`config.mk`:
```
export PLATFORM = sky130hd
export DESIGN_NAME = voxel_ray_traversal
export DESIGN_NICKNAME = d
export VERILOG_FILES = /design/src/rtl/core/vrt_pkg.sv /design/src/rtl/core/voxel_ray_traversal.sv /design/src/rtl/core/vrt_div.sv
export VERILOG_INCLUDE_DIRS = /design/src /design/src/rtl/core
export SDC_FILE = /design/constraint.sdc
export NUM_CORES = 2
export LEC_CHECK = 0
export ABC_CLOCK_PERIOD_IN_PS = 31900
export BUFFER_PORTS_ARGS = -buffer_cell sky130_fd_sc_hd__buf_2
export CORE_MARGIN = 8
export CORE_UTILIZATION = 61
export CTS_CLUSTER_DIAMETER = 100
export DETAILED_ROUTE_END_ITERATION = 8
export GPL_TIMING_DRIVEN = 0
export MAX_ROUTING_LAYER = met4
export PLACE_DENSITY = 0.78
export SLEW_MARGIN = 20
export SYNTH_ARGS = -nofsm -noshare
export SYNTH_HDL_FRONTEND = slang
export SYNTH_SLANG_ARGS = --single-unit
```
`constraint.sdc`:
```
create_clock -name i_clk -period 31.9 [get_ports i_clk]
set_input_delay 6.38 -clock i_clk [delete_from_list [all_inputs] [get_ports i_clk]]
set_output_delay 6.38 -clock i_clk [all_outputs]
set_load 0.03 [all_outputs]
```
`src/rtl/core/voxel_ray_traversal_defines.svh`:
```
// Assertion macros for the voxel ray walker.
// Used by the top level only; no other dependency.
`ifndef VOXEL_RAY_TRAVERSAL_DEFINES_SVH
`define VOXEL_RAY_TRAVERSAL_DEFINES_SVH

// same-cycle implication
`define VRT_ASSERT_IMPL(label, clk, rst_n, pre, post) \
    label: assert property (@(posedge clk) disable iff (!rst_n) (pre) |-> (post)) \
        else $error("vrt assertion failed");

// next-cycle implication
`define VRT_ASSERT_NEXT(label, clk, rst_n, pre, post) \
    label: assert property (@(posedge clk) disable iff (!rst_n) (pre) |=> (post)) \
        else $error("vrt assertion failed");

`endif

```
`src/rtl/core/vrt_pkg.sv`:
```
// Shared types and constants for the voxel ray walker.
// No dependencies.
package vrt_pkg;

    localparam int ORG_W  = 32;
    localparam int DIR_W  = 18;
    localparam int LEN_W  = 32;
    localparam int VOX_W  = 16;
    localparam int KIND_W = 2;
    localparam int BND_W  = 32;

    // input word layout, lowest bit first
    localparam int IN_OX  = 0;
    localparam int IN_OY  = IN_OX + ORG_W;
    localparam int IN_OZ  = IN_OY + ORG_W;
    localparam int IN_DX  = IN_OZ + ORG_W;
    localparam int IN_DY  = IN_DX + DIR_W;
    localparam int IN_DZ  = IN_DY + DIR_W;
    localparam int IN_LEN = IN_DZ + DIR_W;
    localparam int IN_SOL = IN_LEN + LEN_W;
    localparam int IN_TDATA_W = ((IN_SOL + 1 + 7) / 8) * 8;
    localparam int OUT_TDATA_W = 3 * VOX_W;

    localparam logic ACT_START  = 1'b0;
    localparam logic ACT_ANSWER = 1'b1;

    localparam logic [KIND_W-1:0] KIND_QUERY = 2'd0;
    localparam logic [KIND_W-1:0] KIND_HIT   = 2'd1;
    localparam logic [KIND_W-1:0] KIND_MISS  = 2'd2;

    typedef enum logic [1:0] {
        VSEL_CUR  = 2'd0,
        VSEL_PREV = 2'd1,
        VSEL_NONE = 2'd2
    } t_vsel;

    typedef enum logic [11:0] {
        S_IDLE  = 12'b0000_0000_0001,
        S_SETUP = 12'b0000_0000_0010,
        S_DIV1  = 12'b0000_0000_0100,
        S_DIV2  = 12'b0000_0000_1000,
        S_CHK   = 12'b0000_0001_0000,
        S_ABS   = 12'b0000_0010_0000,
        S_SQ    = 12'b0000_0100_0000,
        S_ACC   = 12'b0000_1000_0000,
        S_LSQ   = 12'b0001_0000_0000,
        S_CMP   = 12'b0010_0000_0000,
        S_STEP  = 12'b0100_0000_0000,
        S_EMIT  = 12'b1000_0000_0000
    } t_state;

endpackage

```
`src/rtl/core/voxel_ray_traversal.sv`:
```
// Voxel ray walker: top level with sequencer, shared multiplier and setup divider.
// Depends on vrt_pkg, vrt_div and voxel_ray_traversal_defines.svh.
`include "voxel_ray_traversal_defines.svh"

// A start word (tuser 0) sets up a ray: per moving axis two divisions run on the shared
// bit-serial divider, then one distance check and step follows and a query word comes out
// (a ray with no moving axis gives a miss at once, and a miss found on an early axis comes
// out sooner). Each answer word (tuser 1) during a walk either ends the walk with a hit at
// once or runs the same check and step (answers outside a walk are dropped):
// the distance check squares the three offsets and the length one after another on
// a single 32x32 multiplier. A miss word carries zero coordinates. The input is taken
// only while the sequencer is idle; a result waits in the output register without
// blocking the next word.
module voxel_ray_traversal #(
    parameter int FRAC_BITS  = 16,
    parameter int COORD_BITS = 16
) (
    input  logic                               i_clk,
    input  logic                               i_rst_n,
    input  logic                               i_cfg_wr_en,
    input  logic                               i_cfg_wr_data,   // ahead_mode
    input  logic                               s_axis_tvalid,
    output logic                               s_axis_tready,
    // origin_x, origin_y, origin_z, dir_x, dir_y, dir_z, ray_length, voxel_solid, pad
    input  logic [vrt_pkg::IN_TDATA_W-1:0]     s_axis_tdata,
    input  logic                               s_axis_tuser,    // action
    output logic                               m_axis_tvalid,
    input  logic                               m_axis_tready,
    // voxel_x, voxel_y, voxel_z
    output logic [vrt_pkg::OUT_TDATA_W-1:0]    m_axis_tdata,
    output logic [vrt_pkg::KIND_W-1:0]         m_axis_tuser     // kind
);
    import vrt_pkg::*;

    localparam int QW  = (2 * FRAC_BITS + 1 > BND_W + 1) ? 2 * FRAC_BITS + 1 : BND_W + 1;
    localparam int DDW = ((COORD_BITS + FRAC_BITS > ORG_W) ? COORD_BITS + FRAC_BITS
                                                             : ORG_W) + 1;
    localparam int SW  = 2 * LEN_W + 2;

    t_state                         r_state;
    logic [1:0]                     r_ax;
    logic signed [ORG_W-1:0]        r_org  [3];
    logic signed [DIR_W-1:0]        r_dir  [3];
    logic [LEN_W-1:0]               r_len;
    logic signed [COORD_BITS-1:0]   r_cur  [3];
    logic signed [COORD_BITS-1:0]   r_prev [3];
    logic [BND_W-1:0]               r_nb   [3];
    logic [BND_W-1:0]               r_inc  [3];
    logic signed [1:0]              r_sign [3];
    logic                           r_first;
    logic                           r_walk;
    logic                           r_ahead;
    logic [LEN_W-1:0]               r_a;
    logic [2*LEN_W-1:0]             r_prod;
    logic [SW-1:0]                  r_sum;
    logic [KIND_W-1:0]              r_pend_kind;
    t_vsel                          r_pend_sel;
    logic                           r_ov;
    logic [KIND_W-1:0]              r_okind;
    logic [OUT_TDATA_W-1:0]         r_odata;

    logic                           w_acc;
    logic signed [DIR_W-1:0]        w_dir;
    logic [DIR_W-1:0]               w_ad;
    logic [FRAC_BITS-1:0]           w_fr;
    logic [FRAC_BITS-1:0]           w_dist;
    logic signed [63:0]             w_org64;
    logic signed [63:0]             w_fl;
    logic                           w_div_start;
    logic [QW-1:0]                  w_dvd;
    logic                           w_div_done;
    logic [BND_W-1:0]               w_quot;
    logic signed [DDW-1:0]          w_d;
    logic [DDW-1:0]                 w_absd;
    logic [1:0]                     w_sel;
    logic [BND_W:0]                 w_nbsum;
    logic [OUT_TDATA_W-1:0]         w_emit;

    assign w_acc = s_axis_tvalid && s_axis_tready;

    // setup arithmetic for the axis in hand
    assign w_dir   = r_dir[r_ax];
    assign w_ad    = (w_dir < 0) ? DIR_W'(-w_dir) : DIR_W'(w_dir);
    assign w_fr    = r_org[r_ax][FRAC_BITS-1:0];
    assign w_dist  = (w_dir > 0) ? FRAC_BITS'(-w_fr) : w_fr;
    assign w_org64 = 64'(r_org[r_ax]);
    assign w_fl    = w_org64 >>> FRAC_BITS;

    assign w_div_start = (r_state == S_SETUP && w_dir != '0) || (r_state == S_DIV1 && w_div_done);
    assign w_dvd = (r_state == S_SETUP) ? (QW'(1) << (2 * FRAC_BITS))
                                        : (QW'(w_dist) << FRAC_BITS);

    vrt_div #(.QW(QW)) u_div (
        .i_clk      (i_clk),
        .i_rst_n    (i_rst_n),
        .i_start    (w_div_start),
        .i_dividend (w_dvd),
        .i_divisor  (w_ad),
        .o_done     (w_div_done),
        .o_quot     (w_quot)
    );

    // offset of the origin from the current voxel corner
    assign w_d    = DDW'(r_org[r_ax]) - (DDW'(r_cur[r_ax]) <<< FRAC_BITS);
    assign w_absd = (w_d < 0) ? DDW'(-w_d) : DDW'(w_d);

    // step axis: smallest boundary among moving axes, x before y before z
    always_comb begin
        if (r_sign[0] != '0 && (r_sign[1] == '0 || r_nb[0] <= r_nb[1]) &&
            (r_sign[2] == '0 || r_nb[0] <= r_nb[2])) begin
            w_sel = 2'd0;
        end else if (r_sign[1] != '0 && (r_sign[2] == '0 || r_nb[1] <= r_nb[2])) begin
            w_sel = 2'd1;
        end else begin
            w_sel = 2'd2;
        end
    end
    assign w_nbsum = {1'b0, r_nb[w_sel]} + {1'b0, r_inc[w_sel]};

    always_comb begin
        case (r_pend_sel)
            VSEL_CUR:  w_emit = {VOX_W'(r_cur[2]), VOX_W'(r_cur[1]), VOX_W'(r_cur[0])};
            VSEL_PREV: w_emit = {VOX_W'(r_prev[2]), VOX_W'(r_prev[1]), VOX_W'(r_prev[0])};
            default:   w_emit = '0;
        endcase
    end

    always_ff @(posedge i_clk) begin
        if (!i_rst_n) begin
            r_state <= S_IDLE;
            r_ax    <= '0;
            r_first <= 1'b1;
            r_walk  <= 1'b0;
            r_ahead <= 1'b0;
            r_ov    <= 1'b0;
            r_len   <= '0;
            for (int i = 0; i < 3; i++) begin
                r_org[i]  <= '0;
                r_dir[i]  <= '0;
                r_cur[i]  <= '0;
                r_prev[i] <= '0;
                r_nb[i]   <= '0;
                r_inc[i]  <= '0;
                r_sign[i] <= '0;
            end
        end else begin
            if (i_cfg_wr_en) begin
                r_ahead <= i_cfg_wr_data;
            end
            if (r_ov && m_axis_tready) begin
                r_ov <= 1'b0;
            end
            case (r_state)
                S_IDLE: begin
                    if (w_acc && s_axis_tuser == ACT_START) begin
                        r_org[0] <= s_axis_tdata[IN_OX +: ORG_W];
                        r_org[1] <= s_axis_tdata[IN_OY +: ORG_W];
                        r_org[2] <= s_axis_tdata[IN_OZ +: ORG_W];
                        r_dir[0] <= s_axis_tdata[IN_DX +: DIR_W];
                        r_dir[1] <= s_axis_tdata[IN_DY +: DIR_W];
                        r_dir[2] <= s_axis_tdata[IN_DZ +: DIR_W];
                        r_len    <= s_axis_tdata[IN_LEN +: LEN_W];
                        r_first  <= 1'b1;
                        r_walk   <= 1'b0;
                        r_ax     <= '0;
                        r_state  <= S_SETUP;
                    end else if (w_acc && r_walk) begin
                        if (s_axis_tdata[IN_SOL] && (!r_ahead || !r_first)) begin
                            r_walk      <= 1'b0;
                            r_pend_kind <= KIND_HIT;
                            r_pend_sel  <= r_ahead ? VSEL_PREV : VSEL_CUR;
                            r_state     <= S_EMIT;
                        end else begin
                            for (int i = 0; i < 3; i++) begin
                                r_prev[i] <= r_cur[i];
                            end
                            r_first <= 1'b0;
                            r_ax    <= '0;
                            r_sum   <= '0;
                            r_state <= S_ABS;
                        end
                    end
                end
                S_SETUP: begin
                    r_cur[r_ax]  <= w_fl[COORD_BITS-1:0];
                    r_prev[r_ax] <= w_fl[COORD_BITS-1:0];
                    r_sign[r_ax] <= (w_dir > 0) ? 2'sd1 : ((w_dir < 0) ? -2'sd1 : 2'sd0);
                    if (w_dir == '0) begin
                        r_inc[r_ax] <= '1;
                        r_nb[r_ax]  <= '1;
                        r_ax        <= r_ax + 1'b1;
                        r_state     <= (r_ax == 2'd2) ? S_CHK : S_SETUP;
                    end else begin
                        r_state <= S_DIV1;
                    end
                end
                S_DIV1: begin
                    if (w_div_done) begin
                        r_inc[r_ax] <= w_quot;
                        r_state     <= S_DIV2;
                    end
                end
                S_DIV2: begin
                    if (w_div_done) begin
                        r_nb[r_ax] <= w_quot;
                        r_ax       <= r_ax + 1'b1;
                        r_state    <= (r_ax == 2'd2) ? S_CHK : S_SETUP;
                    end
                end
                S_CHK: begin
                    r_ax  <= '0;
                    r_sum <= '0;
                    if (r_sign[0] == '0 && r_sign[1] == '0 && r_sign[2] == '0) begin
                        r_pend_kind <= KIND_MISS;
                        r_pend_sel  <= VSEL_NONE;
                        r_state     <= S_EMIT;
                    end else begin
                        r_walk  <= 1'b1;
                        r_state <= S_ABS;
                    end
                end
                S_ABS: begin
                    r_a <= w_absd[LEN_W-1:0];
                    if (w_absd > DDW'(r_len)) begin
                        // one axis alone is past the length
                        r_walk      <= 1'b0;
                        r_pend_kind <= KIND_MISS;
                        r_pend_sel  <= VSEL_NONE;
                        r_state     <= S_EMIT;
                    end else begin
                        r_state <= S_SQ;
                    end
                end
                S_SQ: begin
                    r_prod  <= r_a * r_a;
                    r_state <= S_ACC;
                end
                S_ACC: begin
                    // load the length for the last square; the next axis overwrites it
                    r_a     <= r_len;
                    r_sum   <= r_sum + SW'(r_prod);
                    r_ax    <= r_ax + 1'b1;
                    r_state <= (r_ax == 2'd2) ? S_LSQ : S_ABS;
                end
                S_LSQ: begin
                    r_prod  <= r_a * r_a;
                    r_state <= S_CMP;
                end
                S_CMP: begin
                    if (r_sum > SW'(r_prod)) begin
                        r_walk      <= 1'b0;
                        r_pend_kind <= KIND_MISS;
                        r_pend_sel  <= VSEL_NONE;
                        r_state     <= S_EMIT;
                    end else begin
                        r_state <= S_STEP;
                    end
                end
                S_STEP: begin
                    r_cur[w_sel] <= r_cur[w_sel] + COORD_BITS'(r_sign[w_sel]);
                    r_nb[w_sel]  <= w_nbsum[BND_W] ? '1 : w_nbsum[BND_W-1:0];
                    r_pend_kind  <= KIND_QUERY;
                    r_pend_sel   <= VSEL_CUR;
                    r_state      <= S_EMIT;
                end
                S_EMIT: begin
                    // hold until the output register is free
                    if (!r_ov || m_axis_tready) begin
                        r_ov    <= 1'b1;
                        r_okind <= r_pend_kind;
                        r_odata <= w_emit;
                        r_state <= S_IDLE;
                    end
                end
                default: begin
                    r_state <= S_IDLE;
                end
            endcase
        end
    end

    assign s_axis_tready = (r_state == S_IDLE);
    assign m_axis_tvalid = r_ov;
    assign m_axis_tuser  = r_okind;
    assign m_axis_tdata  = r_odata;

    `VRT_ASSERT_IMPL(a_miss_zero, i_clk, i_rst_n, m_axis_tvalid && m_axis_tuser == KIND_MISS, m_axis_tdata == '0)
    `VRT_ASSERT_IMPL(a_div_done, i_clk, i_rst_n, w_div_done, r_state == S_DIV1 || r_state == S_DIV2)
    `VRT_ASSERT_NEXT(a_start_setup, i_clk, i_rst_n, w_acc && s_axis_tuser == ACT_START, r_state == S_SETUP)

endmodule

```
`src/rtl/core/vrt_div.sv`:
```
// Iterative restoring divider, one quotient bit per cycle, result saturated to 32 bits.
// Depends on vrt_pkg.
module vrt_div #(
    parameter int QW = 33
) (
    input  logic                     i_clk,
    input  logic                     i_rst_n,
    input  logic                     i_start,
    input  logic [QW-1:0]            i_dividend,
    input  logic [vrt_pkg::DIR_W-1:0] i_divisor,
    output logic                     o_done,
    output logic [vrt_pkg::BND_W-1:0] o_quot
);
    import vrt_pkg::*;

    localparam int CW = $clog2(QW + 1);

    logic [QW-1:0]    r_dvd;
    logic [QW-1:0]    r_q;
    logic [DIR_W-1:0] r_rem;
    logic [DIR_W-1:0] r_dsr;
    logic [CW-1:0]    r_cnt;
    logic             r_busy;
    logic             r_done;
    logic [DIR_W:0]   w_sh;
    logic             w_ge;

    assign w_sh = {r_rem, r_dvd[QW-1]};
    assign w_ge = w_sh >= {1'b0, r_dsr};

    always_ff @(posedge i_clk) begin
        if (!i_rst_n) begin
            r_busy <= 1'b0;
            r_done <= 1'b0;
            r_cnt  <= '0;
        end else begin
            r_done <= 1'b0;
            if (i_start) begin
                r_busy <= 1'b1;
                r_cnt  <= CW'(QW);
                r_dvd  <= i_dividend;
                r_dsr  <= i_divisor;
                r_rem  <= '0;
                r_q    <= '0;
            end else if (r_busy) begin
                r_rem <= w_ge ? DIR_W'(w_sh - {1'b0, r_dsr}) : w_sh[DIR_W-1:0];
                r_q   <= {r_q[QW-2:0], w_ge};
                r_dvd <= {r_dvd[QW-2:0], 1'b0};
                r_cnt <= r_cnt - 1'b1;
                if (r_cnt == CW'(1)) begin
                    r_busy <= 1'b0;
                    r_done <= 1'b1;
                end
            end
        end
    end

    assign o_done = r_done;
    assign o_quot = (r_q[QW-1:BND_W] != '0) ? '1 : r_q[BND_W-1:0];

endmodule

```
[Yosys cells after proc, flatten, opt, wreduce, memory -nomap -nowiden]
Memories as Yosys holds them, arrays and structs flattened. A register that Yosys moved wholly into a read port is not among the register bits.
Index checks and enable logic that the tools add are counted.
Storage, ports and cells
  memories: 7
  flip-flop bits (word level): 376
  latch bits: 0
  logic and storage cells: 289
  memory bits (read-only): 0
  memory bits (writable): 444
  input port bits: 191
Memories
  r_inc: words 3, bits a word 32, read ports 1, clocked after memory_dff 0, wr ports 3, RTL line voxel_ray_traversal.sv:48  | logic [BND_W-1:0] r_inc [3];
  r_nb: words 3, bits a word 32, read ports 4, clocked after memory_dff 0, wr ports 3, RTL line voxel_ray_traversal.sv:47  | logic [BND_W-1:0] r_nb [3];
  r_org: words 3, bits a word 32, read ports 1, clocked after memory_dff 1, wr ports 3, RTL line voxel_ray_traversal.sv:42  | logic signed [ORG_W-1:0] r_org [3];
  r_dir: words 3, bits a word 18, read ports 1, clocked after memory_dff 1, wr ports 3, RTL line voxel_ray_traversal.sv:43  | logic signed [DIR_W-1:0] r_dir [3];
  r_cur: words 3, bits a word 16, read ports 5, clocked after memory_dff 1, wr ports 3, RTL line voxel_ray_traversal.sv:45  | logic signed [COORD_BITS-1:0] r_cur [3];
  r_prev: words 3, bits a word 16, read ports 3, clocked after memory_dff 0, wr ports 3, RTL line voxel_ray_traversal.sv:46  | logic signed [COORD_BITS-1:0] r_prev [3];
  1 more memories
Operators by class
  divide/modulo/power cells: 0
  $add $sub $neg: 10
  muxes and demuxes: 137
  shift operators: 0
  bitwise gates (word level): 14
  equal/unequal tests: 31
  order comparisons: 9
  reductions and logical operators: 58
  $mul: 1
Operators with widths (count)
  two-way mux 32 bit: 10
  two-way mux 66 bit: 3
  case mux 66 bit (3 select lines): 1
  two-way mux 33 bit: 5
  case mux 12 bit (12 select lines): 1
  two-way mux 16 bit: 7
  two-way mux 12 bit: 9
  two-way mux 18 bit: 6
  <= comparator 32 bit: 3
  case mux 48 bit (2 select lines): 1
  OR reduction 32 bit: 3
  adder 66 x 64 -> 66 bit: 1
  > comparator 66 x 64 -> 1 bit: 1
  multiplier 32 x 32 -> 64 bit: 1
  two-way mux 2 bit: 32
  case mux 32 bit (2 select lines): 1
  two-way mux 1 bit: 52
  OR reduction 16 bit: 3
  adder 32 x 32 -> 33 bit: 1
  > comparator 33 x 32 -> 1 bit: 1
  less-than comparator 33 x 1 -> 1 bit, second input constant: 1
  negator 33 bit: 1
  subtractor 32 x 32 -> 33 bit: 1
  case mux 2 bit (5 select lines): 3
  52 further kinds: 112

[Longest topological paths before layout]
  word-level depth: 11
  gate-level depth with buffers: 34
  depth with buffers taken out: 31

[Cells and area by module]
A second synthesis with hierarchy kept.
Second synthesis, totals
  cells, all modules: 7936
  area total of the unflattened synthesis: 78930.7 µm²
By module, submodules not included
  voxel_ray_traversal: cells an instance 7509, area an instance 73427.9 µm², sequential area each 21280.4 µm², times used 1
  vrt_div: cells an instance 427, area an instance 5502.8 µm², sequential area each 3223.1 µm², times used 1

[Worst setup path before layout]
OpenSTA, ideal clock, no wires.
  path kind: input to register
  from: input port s_axis_tuser
  to: register r_sum[0], enable pin
  slack: 17.205 ns
  path buffers: 0
  stages on the path: 4
  data arrival time: 13.652 ns
  path through: inv_1 -> nand3_1 -> nand2_1 -> a31oi_1
On the way
  word-level cells in the longest chain between the ends: 4
RTL lines
  start: declaration: RTL line voxel_ray_traversal.sv:26  | input logic s_axis_tuser,
  NOT 1 bit: RTL line voxel_ray_traversal.sv:155  | if (w_acc && s_axis_tuser == ACT_START) begin
  logical AND 1 bit: RTL line voxel_ray_traversal.sv:155
  inequality test 2 bit (no source line)
  AND reduction 5 bit (no source line)
  end signal: assignment: RTL line voxel_ray_traversal.sv:241  | r_sum <= r_sum + SW'(r_prod);
  end: declaration: RTL line voxel_ray_traversal.sv:55  | logic [SW-1:0] r_sum;
Every way passes these cells.
A chain may end at the register's enable or synchronous reset.

[Worst setup path in the final report]
  from: register r_a[5]
  to: register r_prod[63] (data pin)
On the way
  word-level cells in the longest chain between the ends: 1
RTL lines
  start: declaration: RTL line voxel_ray_traversal.sv:53  | logic [LEN_W-1:0] r_a;
  start signal: assignment: RTL line voxel_ray_traversal.sv:223  | r_a <= w_absd[LEN_W-1:0];
  start signal: assignment: RTL line voxel_ray_traversal.sv:240  | r_a <= r_len;
  multiplier 32 x 32 -> 64 bit: RTL line voxel_ray_traversal.sv:235, voxel_ray_traversal.sv:246
  end signal: assignment: RTL line voxel_ray_traversal.sv:235  | r_prod <= r_a * r_a;
  end signal: assignment: RTL line voxel_ray_traversal.sv:246  | r_prod <= r_a * r_a;
  end: declaration: RTL line voxel_ray_traversal.sv:54  | logic [2*LEN_W-1:0] r_prod;
Every way passes these cells.

==> qor.csv <==
metric,value,unit
Synth Area in Adders,0.3110,
final period utilization,0.3268,
worst-margin pin slew,1.249,ns
Clock Path Buffers,3,
CP max-delay cell,clkbuf_1,
initial drt markers,6084,
MaxCap Viol Count,0,
Routed wire per std cell,24.69,µm
Final Total Pwr,7.653,mW
post-CTS setup buffers,0,
post-synthesis async set-or-reset flop share,0,
CP max FO,10,
VDD IR max,260.3,µV
total grt overflow,0,
first-pass GRT wire length,364.7,mm
vias in the first global route,61644,
compound-cell area share of the yosys netlist,0.1006,
CTS tree,yes,
Simple-Gate Fraction of Synth Area,0.1360,
worst skew pair latency,0.75,ns
hold-fix buffers at CTS,0,
main combinational cell family by area after synthesis,adder cells,
HPWL reported at the end of detailed placement,190.4,mm
Die Area,0.1381,mm²
sequential area share after synthesis,0.3113,
Root Buffer,clkbuf_16,
Crit Path Category,flip-flop to flip-flop,
post-synthesis mux area share,0.02812,
Filler Cell Count,9906,
layout cells sized above 1,0.07010,
Initial Utilization,0.6145,
initial antenna violation count,14,
overall routed net length,243.4,mm
setup TNS,0,ns
fin. max-slew vios,0,
post-synth net total,9408,
Final Skew,0.05153,ns
"Arr. time, crit path",10.88,ns
core area,0.1256,mm²
Critical Path RT,32.35,ns
"Reg clk slew, reported paths",0.06,ns
status,finished clean,
number of synthesized register bits,820,
Final ANT Viol Nets,0,
Worst path max stage delay,0.84,ns
RSZ-0062 raised after global routing,false,
Crit. End Element,flip-flop,
PortBufs,241,
Tmin final,10.43,ns
syn avg cell area,9.921,µm²
Min Hold Slack,0.4493,ns
hold crit path type,flip-flop to flip-flop,
Final Hold Vio Count,0,
nets@finish,9761,
largest net degree at the start of global routing,58,
Via density,6.097,
Placer Congestion,1.049,
Site Rows,130,
chip width,371.7,µm
# clock sinks,820,
Slew HR,0.1672,
Initial DRT Pass Iterations,7,
Vias,60119,
# DRC,0,
I/O Pins,243,
die height,371.7,µm
Max Fclk,0.09591,GHz
area delta synth->final,8.863,%
"Distinct cells, synth",108,
cts bufs inserted,88,
H-Tree Depth,3,
count of final setup violators,0,
top_reg_cell synth,edfxtp_1,
Pwr per Cell Area,91.11,mW/mm²
overall routing resource usage,0.3597,
Worst Setup Start Kind,flip-flop,
most frequent CP cell,fa_1,
post-CTS sizing,0,
number of synthesized flops with an enable pin,760,
Synth Instances,7778,
Post-Synthesis Cell Area,0.07717,mm²
P_leak,38.89,nW
XOR/XNOR share of the synthesized area,0.03326,
Ys Warns,0,
==> cells in the final DEF, fill, tap and decap left out, drive strengths merged, types with 18 or more instances in the layout <==
master	n
nor3	51
nand4	58
mux2i	165
o22ai	36
xnor2	203
or2	20
dfxtp	60
a21o	108
clkbuf	386
nor2b	44
a31oi	34
a21oi	438
and3	173
o21a	37
clkinv	29
xor2	90
nor4	38
nor2	767
fa	798
nand3	69
o21bai	54
nand2	644
edfxtp	760
and2	277
o21ai	293
inv	1276
o31ai	30
buf	316
or3	18
a211oi	34
ha	641
nand2b	21
==> state kept, by name, summed over array words and instances, names as in the netlist, 17 cells and up, named ones only <==
name          count
m_axis_tdata     48
r_a              32
r_cur            64
r_dir            54
r_inc            96
r_len            32
r_nb             96
r_org            96
r_prev           48
r_prod           63
r_sum            66
u_div.r_dsr      18
u_div.r_dvd      17
u_div.r_q        33
u_div.r_rem      18
==> stage by stage <==
| step | utilization | area [µm²] | instances | worst slack (ns) |
|---|---|---|---|---|
| floorplan | - | 77170 | 7778 | 17.20 |
| global placement | 0.6406 | 80440 | 9669 | 10.20 |
| detailed placement | 0.6442 | 80900 | 9690 | 21.74 |
| CTS | 0.6687 | 83970 | 9851 | 21.81 |
| global route | 0.6690 | 84000 | 9859 | 21.24 |
| finish | 0.6690 | 84000 | 9860 | 21.47 |
==> cell type report <==
class | count | area, µm² | area share
multi-input cells | 5354 | 47060 | 0.5602
flip-flops and latches | 820 | 24020 | 0.2860
inverters | 1274 | 4782 | 0.05693
clock buffers | 109 | 2374 | 0.02825
well taps | 1650 | 2064 | 0.02458
repair buffers | 263 | 1610 | 0.01917
plain buffers | 330 | 1371 | 0.01632
clock inverters | 52 | 698.2 | 0.008311
diodes | 8 | 20.02 | 0.0002383
==> power by group <==
group | internal [mW] | switching (mW)
logic | 1.97 | 3.12
registers | 1.44 | 0.0287
clock network | 0.626 | 0.467
==> Yosys cell counts (14+ instances only) <==
| library cell | number | area, µm² |
|---|---|---|
| edfxtp_1 | 760 | 22820 |
| a211oi_1 | 33 | 247.7 |
| buf_1 | 23 | 86.33 |
| o31ai_1 | 30 | 225.2 |
| buf_6 | 14 | 157.7 |
| a31o_2 | 14 | 122.6 |
| fa_1 | 798 | 15980 |
| nand4_1 | 57 | 356.6 |
| and3_1 | 173 | 1082 |
| buf_2 | 14 | 70.07 |
| nor2b_1 | 44 | 275.3 |
| inv_1 | 1271 | 4771 |
| o21ai_1 | 33 | 165.2 |
| or2_2 | 16 | 100.1 |
| nor2_1 | 767 | 2879 |
| mux2i_1 | 159 | 1592 |
| nand3_1 | 68 | 340.3 |
| nor3_1 | 48 | 240.2 |
| xnor2_1 | 203 | 1778 |
| o21ai_0 | 258 | 1291 |
| a21o_1 | 108 | 810.8 |
| a31oi_1 | 33 | 206.5 |
| o21a_1 | 37 | 277.8 |
| nor4_1 | 37 | 231.5 |
| o211ai_1 | 17 | 127.6 |
| xor2_1 | 90 | 788.3 |
| nand2b_1 | 21 | 131.4 |
| o22ai_4 | 30 | 600.6 |
| nand2_1 | 641 | 2406 |
| a21oi_1 | 435 | 2177 |
| o21bai_1 | 54 | 405.4 |
| mux4_2 | 16 | 360.4 |
| dfxtp_1 | 60 | 1201 |
| and2_1 | 275 | 1720 |
| ha_1 | 641 | 8020 |
| or3_1 | 17 | 106.4 |
| clkbuf_1 | 277 | 1040 |
==> worst max-delay path: cells and delay by family, from the launching register on <==
kind                     cells  cell delay, ns
buffers and inverters        8            2.07
XOR/XNOR                     1            0.14
adder cells (fa/ha/maj)      9            4.37
AND/OR/NAND/NOR              5            0.70
flip-flops                   1            0.78
AO/OA/AOI/OAI                7            2.11
==> path summary, 6_finish.rpt <==
check | startpoint | to | slack (ns) | cells past startpoint
worst max register to register | r_a[5]$_DFFE_PP_ | r_prod[63]$_DFFE_PP_ | 21.47 | 30
worst min register to register | r_len[19]$_SDFFE_PN0P_ | r_len[19]$_SDFFE_PN0P_ | 0.45 | 2
worst max-delay path | r_a[5]$_DFFE_PP_ | r_prod[63]$_DFFE_PP_ | 21.47 | 30
worst min-delay path | r_len[19]$_SDFFE_PN0P_ | r_len[19]$_SDFFE_PN0P_ | 0.45 | 2
==> per-layer routing <==
layer / vias to the layer above / part of all wire / global-route usage
met2: 3331 / 0.47 / 0.5671
li1: 26430 / - / -
met1: 29554 / 0.36 / 0.4330
met3: 804 / 0.10 / 0.07112
met4: 0 / 0.071 / 0.2072
met5: - / 0 / -
==> cell families (layout without fill, tap and decap cells) <==
family	Yosys count	count (layout)
AOI/OAI and AO/OA	1199	1199
DFF	820	820
muxes	190	190
other	0	8
buffers and inverters	1604	2028
adders and majority gates	1439	1439
and+or+nand+nor	2233	2233
xor gates and xnor gates	293	293
No activity file was read; power rests on OpenSTA's default activity.
